--- src/hw/rtl/dpes_ram.sv ---
module dpes_ram
  #(
    parameter int WIDTH = 8,
    parameter int DEPTH = 16
  )
  (
    input  logic                     clk,
    input  logic                     wr_en,
    input  logic [$clog2(DEPTH)-1:0] wr_addr,
    input  logic [WIDTH-1:0]         wr_data,
    input  logic [$clog2(DEPTH)-1:0] rd_addr,
    output logic [WIDTH-1:0]         rd_data
  );

  logic [WIDTH-1:0] mem [DEPTH];

  // one write port, one registered read port
  always_ff @(posedge clk) begin
    if (wr_en) begin
      mem[wr_addr] <= wr_data;
    end
    rd_data <= mem[rd_addr];
  end

endmodule

--- config.mk ---
export PLATFORM = sky130hd
export DESIGN_NAME = dpes_ram
export DESIGN_NICKNAME = d
export VERILOG_FILES = /design/src/hw/rtl/dpes_ram.sv
export SDC_FILE = /design/constraint.sdc
export NUM_CORES = 1
export LEC_CHECK = 0
export BUFFER_PORTS_ARGS = -buffer_cell sky130_fd_sc_hd__buf_2
export CORE_MARGIN = 1.5
export CORE_UTILIZATION = 38
export DETAILED_ROUTE_END_ITERATION = 16
export PLACE_DENSITY = 0.57
export RECOVER_POWER = 100
export SLEW_MARGIN = 20
export SYNTH_ARGS = -nofsm -noshare
export SYNTH_HDL_FRONTEND = slang
export SYNTH_SLANG_ARGS = --single-unit
export TNS_END_PERCENT = 50
--- constraint.sdc ---
create_clock -name clk -period 2.6 [get_ports clk]
set_clock_uncertainty 0.15 [all_clocks]
set_input_delay 0.39 -clock clk [delete_from_list [all_inputs] [get_ports clk]]
set_output_delay 0.39 -clock clk [all_outputs]
set_load 0.01 [all_outputs]
# Word-level counts from Yosys, hierarchy flattened
# Memories as Yosys holds them, arrays and structs flattened. A register that Yosys moved wholly into a read port is not among the register bits.
# Index checks and enable logic that the tools add are counted.
[word_totals] ff_bits=0 ram_bits=128 input_bits=18 out_inout_bits=8 word_cells=3 mem_count=1
[memory_table] memory="mem" depth=16 word_bits=8 rd=1 rd_clocked_by_memory_dff=1 write_ports=1 line_no="15" rtl="logic [WIDTH-1:0] mem [DEPTH];"
[op_classes] muxes=2
[ops] operator="$mux W1" count=2

# Logic depth before layout (Yosys ltp)
# Gate-level depths: netlist of run 1.
[logic_depth] depth_word=2 ltp_mapped=5 ltp_nobuf=3

# Worst setup path before layout of run 1
# No wires, ideal clock.
[synth_path] path_kind="input port to flip-flop" from="input wr_addr[2]" to="memory mem[0][0], enable pin" setup_ns=0.383 arrival_ns=1.500 required_ns=2.067 slack_ns=0.567 cell_stages=2 n_path_buf=0 path_cell_list="or3b_2 nor3_1"
[synth_rtl] item="start, declared" line_no="9" rtl="input logic [$clog2(DEPTH)-1:0] wr_addr,"
[synth_rtl] item="end, declared" line_no="15"
# Straight into the memory's write port.

==> results of run 1 <==
[sequential cells by signal (all words and copies together) (netlist names)]
| signal | count |
|---|---|
| mem | 128 |
| rd_data | 8 |
[per-stage QoR]
stage	area, µm²	power [mW]	cells	setup WS [ns]	util, %
2_1_floorplan	5150	2.64	229	0.567	-
3_3_place_gp	5550	2.75	438	0.420	41.9
3_5_place_dp	5550	2.75	438	0.401	41.9
4_1_cts	6140	5.11	470	0.836	46.4
5_1_grt	6050	5.20	470	0.565	45.7
6_report	6060	5.05	471	0.692	45.7
[metal layers]
| layer | GRT usage, % | share of wire [%] | vias up |
|---|---|---|---|
| li1 | - | - | 1080 |
| met1 | 22.4 | 47 | 1287 |
| met2 | 23.5 | 47 | 70 |
| met3 | 5.36 | 4.8 | 10 |
| met4 | 6.70 | 1.3 | 0 |
| met5 | 0 | 0 | - |
[power breakdown]
part,internal [mW],switching (mW),leakage [nW]
logic,0.0858,0.135,0.443
clock network,1.49,0.869,0.281
registers,2.45,0.0190,1.22
[cells in the final DEF (no fill, tap or decap), types with 2 or more instances in the layout]
cell type / Yosys / layout
clkbuf_16: 0 / 17
dfxtp_1: 8 / 8
nor2_1: 13 / 13
clkbuf_1: 0 / 38
mux4_2: 18 / 18
mux4_1: 14 / 14
nand3b_1: 2 / 2
a22oi_1: 16 / 16
bufinv_16: 0 / 3
nand2b_1: 2 / 2
nor3_1: 4 / 4
edfxtp_1: 128 / 128
buf_2: 3 / 3
clkinv_1: 0 / 2
clkinvlp_4: 0 / 3
nand2_1: 9 / 9
clkinv_2: 0 / 4
clkinv_4: 0 / 2
[cell type report]
type / count / area [µm²] / share of cell area, %
Timing Repair Buffer: 43 / 186 / 3.08
Tap cell: 176 / 220 / 3.64
Antenna cell: 1 / 2.50 / 0.0413
Clock buffer: 18 / 429 / 7.09
Clock inverter: 14 / 158 / 2.60
Sequential cell: 136 / 4000 / 66.1
Multi-Input combinational cell: 83 / 1060 / 17.5
[cells by family after synthesis]
family	count (synthesis)	share of synthesized area, %
compound gates	16	2.33
buf+inv	10	1.68
flops	136	77.8
mux	32	15.0
simple gates	35	3.18
[final timing paths]
path                                 start          to  slack, ns  cells past startpoint
worst min-delay path            wr_data[1]   mem[0][1]       0.37                      1
worst min register to register   mem[7][2]  rd_data[2]       0.52                      3
worst max-delay path            rd_addr[1]  rd_data[0]       0.69                      5
worst max register to register   mem[9][2]  rd_data[2]       1.05                      3
==> reports/results.ini, run 1 <==
[outcome]
outcome=finished clean

[worst_setup_path]
cp-start-kind=input pin
critical-path-max-stage-delay_ns=0.52
path_class=input pin to flip-flop
critPathArrivalTime_ns=2.05
critPathSlowestCell=clkbuf_2
path_delay_family=buffers and inverters
worstPathRequired_ns=2.74
cp-end-kind=flip-flop
crit_buf_inv=2
path_cells=clkbuf_2, clkbuf_1, mux4_2, a22oi_1, nand2_1
critical_path.max_fanout=24

[global_route]
grt_pass1_vias=2512
track_usage_pct=16.1
antenna_found_initial=0
grt_max_degree=33
overflow=0
grt_pass1_wl_mm=15.7

[logic_synthesis]
syn_avg_cell_area_um2=22.5
netlist_area_mm2=0.00515
netlist_instances=229
synth_top_area_cell=edfxtp_1
yosysTopAreaCellShare_pct=74.7
synth_common_cells=edfxtp_1 (128), mux4_2 (18), a22oi_1 (16), mux4_1 (14), nor2_1 (13)
synth_ff_type=edfxtp_1
yosysMostFrequentCell=edfxtp_1
synth-async-reset-ratio_pct=0
syn-num-nets=247
synth_warnings=0
ys_types=19
synth_area_leaders=edfxtp_1 (75%), mux4_2 (7.9%), mux4_1 (7.1%), dfxtp_1 (3.1%), a22oi_1 (2.3%)
synth_edf_count=128
yosysSeqAreaShare_pct=77.8
synth_seq_cells=136

[sta]
min_period_over_period_pct=73.4
max-slew-margin-rel_pct=48.4
hold_viol_final=0
fin_tns_setup_ns=0
maxSlewViolCount=0
fmax_ghz=0.524
fin_hold_ws_ns=0.369
rsz0062_at_grt=false
worst_pin_slew_ns=0.771
min_period_ns=1.91
setup_viol=0

[clock_tree]
cts_tree=yes
cts_setup_buffers=0
cts.htree.levels=4
cts_inserted_buffers=17
holdBufCountCts=0
cts_buffer_depth=2
clk_pin_slew_worst_paths_ns=0.06
cts-root-buf=clkbuf_16
cts_sinks=136
post_cts_resized=0
clock_latency_ns=0.42

[die]
io_pins=26
die_h_um=119
start_util_pct=38.9
die-area_mm2=0.0143
fp.coreArea_mm2=0.0132
die_x_um=119
row_count=42

[final_layout]
fill_cells=1171
drive_gt1_share_pct=18.4
layout.nets=299
area_growth_pct=17.7

[detailed_routing]
drt-total-wl_mm=10.6
avgRoutedWirePerCell_um=22.4
first_pass_iters=4
drc=0
num_vias=2447
final_antenna_net_count=0
drt_iter0_markers=318
vias_per_cell=5.20

[pwr]
vdd_ir_drop_max_mv=0.419
powerDensity_mw_per_mm2=834
p_leak_nw=1.95

[hold_path]
hold_path_class=input pin to flip-flop

[placed_design]
gp_congestion=0.707
dp_hpwl_mm=6.70
numPortBuffers=25

[run]
maxCapViolations=0

Power figures use the tool's default switching activity.
==> run 2, diff against run 1 <==
clock period = 1.9 ns   (was 2.6 ns; I/O delays follow)
==> reports/results.ini, run 2 (same netlist as run 1, synthesis figures left out) <==
[outcome]
outcome=finished clean

[pwr]
powerDensity_mw_per_mm2=1150
combPwrFrac_pct=4.4
vdd_ir_drop_max_mv=0.667
seq_power_share_pct=48.0
p_int_mw=5.67
p_leak_nw=2.00
power.total_mw=7.02
p_sw_share_pct=19.3
clkPwrFrac_pct=47.6
p_sw_mw=1.35

[worst_setup_path]
rrSetupSlack_ns=0.30
regToRegStartpoint=mem[1][1]
crit_path_start=wr_en
cp-start-kind=input pin
path_class=input pin to flip-flop
critical-path-max-stage-delay_ns=0.52
endpoint=mem[2][5]
critPathSlowestCell=or3b_2
path_cells=clkbuf_1, or3b_2, nor2_1, clkbuf_1
crit_top_cell=clkbuf_1
critical_path.max_fanout=8
critPathArrivalTime_ns=1.61
reg2reg_to=rd_data[1]
rr_worst_depth=3
worstPathRequired_ns=1.79
cp-end-kind=flip-flop

[hold_path]
hold_path_class=input pin to flip-flop

[die]
die_x_um=119
fp.coreArea_mm2=0.0132
die-area_mm2=0.0143
row_count=42
die_h_um=119
io_pins=26
start_util_pct=38.9

[final_layout]
area_growth_pct=18.9
fill_cells=1169
seq_area_mm2=0.00400
final_util_pct=46.2
top_register=mem
final_common_cell=edfxtp_1
largest_reg_flops=128
reg.largest.list=mem (128), rd_data (8)
multi_input_area_mm2=0.00106
diodes=0
drive_gt1_share_pct=20.1
layout.nets=304
layout_common_cells=edfxtp_1 (128), clkbuf_1 (38), mux4_2 (18)

[detailed_routing]
final_antenna_net_count=0
num_vias=2430
drt-total-wl_mm=10.2
first_pass_iters=4
vias_per_cell=5.13
avgRoutedWirePerCell_um=21.5
drc=0
drt_iter0_markers=208

[global_route]
grt_max_degree=33
antenna_found_initial=0
grt_pass1_vias=2639
track_usage_pct=15.8
overflow=0
grt_pass1_wl_mm=15.8

[sta]
min_period_ns=1.73
rsz0062_at_grt=false
min_period_over_period_pct=91.0
hold_viol_final=0
max-slew-margin-rel_pct=45.3
maxSlewViolCount=0
worst_pin_slew_ns=0.818
fmax_ghz=0.578
setup_viol=0

[clock_tree]
holdBufCountCts=0
cts_tree=yes
cts.htree.levels=4
clk_pin_slew_worst_paths_ns=0.06
cts_sinks=136
cts_inserted_buffers=17
cts_buffer_depth=2
clock_latency_ns=0.41
cts_setup_buffers=0
cts-root-buf=clkbuf_16
post_cts_resized=0

[placed_design]
numPortBuffers=25
dp_hpwl_mm=6.59
gp_congestion=0.711

[run]
maxCapViolations=0

-- run 2: changes by cell type in the layout (fill, tap and decap cells not counted), moves of 2 or more --
cell	change
clkinv_1	-2
clkinvlp_4	-3
clkbuf_8	+4
clkinv_4	-2
buf_2	+5
-- run 2: worst min path at each step --
stage / endpoint / depth (start not counted) / slack, ns / from
global placement: rd_data[0] / 3 / 0.50 / mem[15][0]
CTS: mem[10][4] / 1 / 0.11 / wr_data[4]
finish: mem[5][7] / 1 / 0.26 / wr_data[7]
global route: mem[10][4] / 1 / 0.31 / wr_data[4]
floorplan: mem[0][0] / 0 / 0.23 / wr_data[0]
detailed placement: rd_data[3] / 3 / 0.51 / mem[15][3]
-- run 2: power groups by stage --
| stage | Sequential, mW | Combinational, mW | Clock (mW) |
|---|---|---|---|
| after floorplan | 3.44 | 0.171 | 0 |
| after global placement | 3.43 | 0.323 | 0 |
| after detailed placement | 3.44 | 0.329 | 0 |
| after CTS | 3.37 | 0.329 | 3.39 |
| after global routing | 3.38 | 0.336 | 3.55 |
| final | 3.38 | 0.307 | 3.34 |
-- run 2: area by class of cell --
type,count,share of cell area [%]
Clock buffer,23,7.98
Clock inverter,8,1.94
Multi-Input combinational cell,83,17.3
Sequential cell,136,65.4
Tap cell,176,3.60
Timing Repair Buffer,48,3.76
-- run 2: metal layers --
metal  vias up  GRT usage, %  part of all wire [%]
met5         -             0                     0
met2        46          25.1                    49
li1       1086             -                     -
met1      1289          21.2                    46
met4         0          5.13                   1.1
met3         9          4.74                   3.7
-- run 2: critical path: cells and delay by family --
family	cells	cell delay, ns
buf+inv	2	0.70
simple gates	2	0.62
-- run 2: metrics by stage --
step / setup TNS (ns) / setup WS [ns] / instances / area (µm²) / hold slack (ns)
finish: 0 / 0.170 / 474 / 6120 / 0.262
global route: 0 / 0.165 / 474 / 6120 / 0.307
CTS: 0 / 0.322 / 474 / 6220 / 0.114
detailed placement: -0.0158 / -0.00965 / 443 / 5610 / 0.507
global placement: 0 / 0.0183 / 443 / 5610 / 0.504
floorplan: 0 / 0.199 / 229 / 5150 / 0.234
==> run 3, diff against run 2 <==
RECOVER_POWER = 50   (was 100)
==> reports/results.ini, run 3 (same netlist as run 1, synthesis figures left out) <==
[outcome]
outcome=finished clean

[clock_tree]
cts-root-buf=clkbuf_16
cts.htree.levels=4
cts_sinks=136
cts_setup_buffers=0
cts_buffer_depth=2
clk_pin_slew_worst_paths_ns=0.05
clock_latency_ns=0.41
holdBufCountCts=0
cts_tree=yes
cts_inserted_buffers=17
post_cts_resized=0

[sta]
maxSlewViolCount=0
fin_hold_ws_ns=0.260
rsz0062_at_grt=false
min_period_over_period_pct=83.4
fmax_ghz=0.631
setup_slack_ns=0.315
fin_tns_setup_ns=0
setup_viol=0
min_period_ns=1.59
worst_pin_slew_ns=0.805
hold_viol_final=0
max-slew-margin-rel_pct=46.2

[die]
fp.coreArea_mm2=0.0132
io_pins=26
start_util_pct=38.9
row_count=42
die-area_mm2=0.0143
die_x_um=119
die_h_um=119

[global_route]
grt_max_degree=33
antenna_found_initial=0
grt_pass1_wl_mm=15.8
overflow=0
track_usage_pct=15.8
grt_pass1_vias=2639

[worst_setup_path]
cp-end-kind=flip-flop
critical-path-max-stage-delay_ns=0.52
crit_buf_inv=0
path_delay_family=multiplexers
worstPathRequired_ns=2.03
path_class=flip-flop to flip-flop
cp-start-kind=flip-flop
critPathArrivalTime_ns=1.72
critPathSlowestCell=mux4_1
critical_path.max_fanout=1
path_cells=mux4_1, a22oi_1, nand2_1

[final_layout]
drive_gt1_share_pct=29.2
layout.nets=304
stdcell_area_mm2=0.00620
reg.largest.list=mem (128), rd_data (8)
layout_common_cells=edfxtp_1 (128), buf_4 (20), mux4_2 (18)
diodes=0
final_common_cell=edfxtp_1
seq_area_mm2=0.00400
fill_cells=1143
area_growth_pct=20.5
multi_input_area_mm2=0.00106
stdcell_count=474
largest_reg_flops=128
top_register=mem
final_util_pct=46.8

[detailed_routing]
drc=0
vias_per_cell=5.10
first_pass_iters=4
final_antenna_net_count=0
avgRoutedWirePerCell_um=21.5
num_vias=2417
drt-total-wl_mm=10.2
drt_iter0_markers=204

[pwr]
combPwrFrac_pct=4.5
p_leak_nw=2.10
p_sw_mw=1.34
power.total_mw=7.03
p_sw_share_pct=19.1
seq_power_share_pct=48.0
p_int_mw=5.68
clkPwrFrac_pct=47.5
vdd_ir_drop_max_mv=0.652
powerDensity_mw_per_mm2=1130

[placed_design]
numPortBuffers=25
placed_area_mm2=0.00561
dp_slack_ns=-0.00965
place_inst=443
dp_hpwl_mm=6.59
gp_congestion=0.711

[run]
maxCapViolations=0

[hold_path]
hold_path_class=input pin to flip-flop

==> run 3: cell types whose count changed in the layout (fill, tap and decap cells not counted) <==
cell and change:
buf_2 +8, buf_4 +18, clkbuf_1 -26, nor3_1 -1, nor3_2 +1
==> run 3: final cells by class <==
type	instances	area share [%]
clock buffers	23	7.87
clock inverters	8	1.92
well taps	176	3.55
flip-flops and latches	136	64.6
multi-input cells	83	17.1
repair buffers	48	4.96
==> run 3: metal layers <==
metal	routed length (µm)	share of wire (%)	GRT usage (%)	vias up
met4	61	0.60	5.13	0
met2	5100	50	25.1	43
li1	-	-	-	1085
met5	0	0	0	-
met3	331	3.2	4.74	2
met1	4690	46	21.2	1287
==> run 3: path summary, 6_finish.rpt <==
check                   from         end  slack, ns  depth (start not counted)
hold reg to reg   mem[15][3]  rd_data[3]       0.52                          3
hold / removal    wr_data[7]   mem[5][7]       0.26                          1
setup reg to reg   mem[1][1]  rd_data[1]       0.31                          3
setup / recovery   mem[1][1]  rd_data[1]       0.31                          3
==> run 3: power groups by stage <==
stage	clock network (mW)	registers [mW]	logic (mW)
floorplan	0	3.44	0.171
global route	3.55	3.38	0.347
finish	3.33	3.37	0.318
detailed placement	0	3.44	0.329
CTS	3.39	3.37	0.329
global placement	0	3.43	0.323
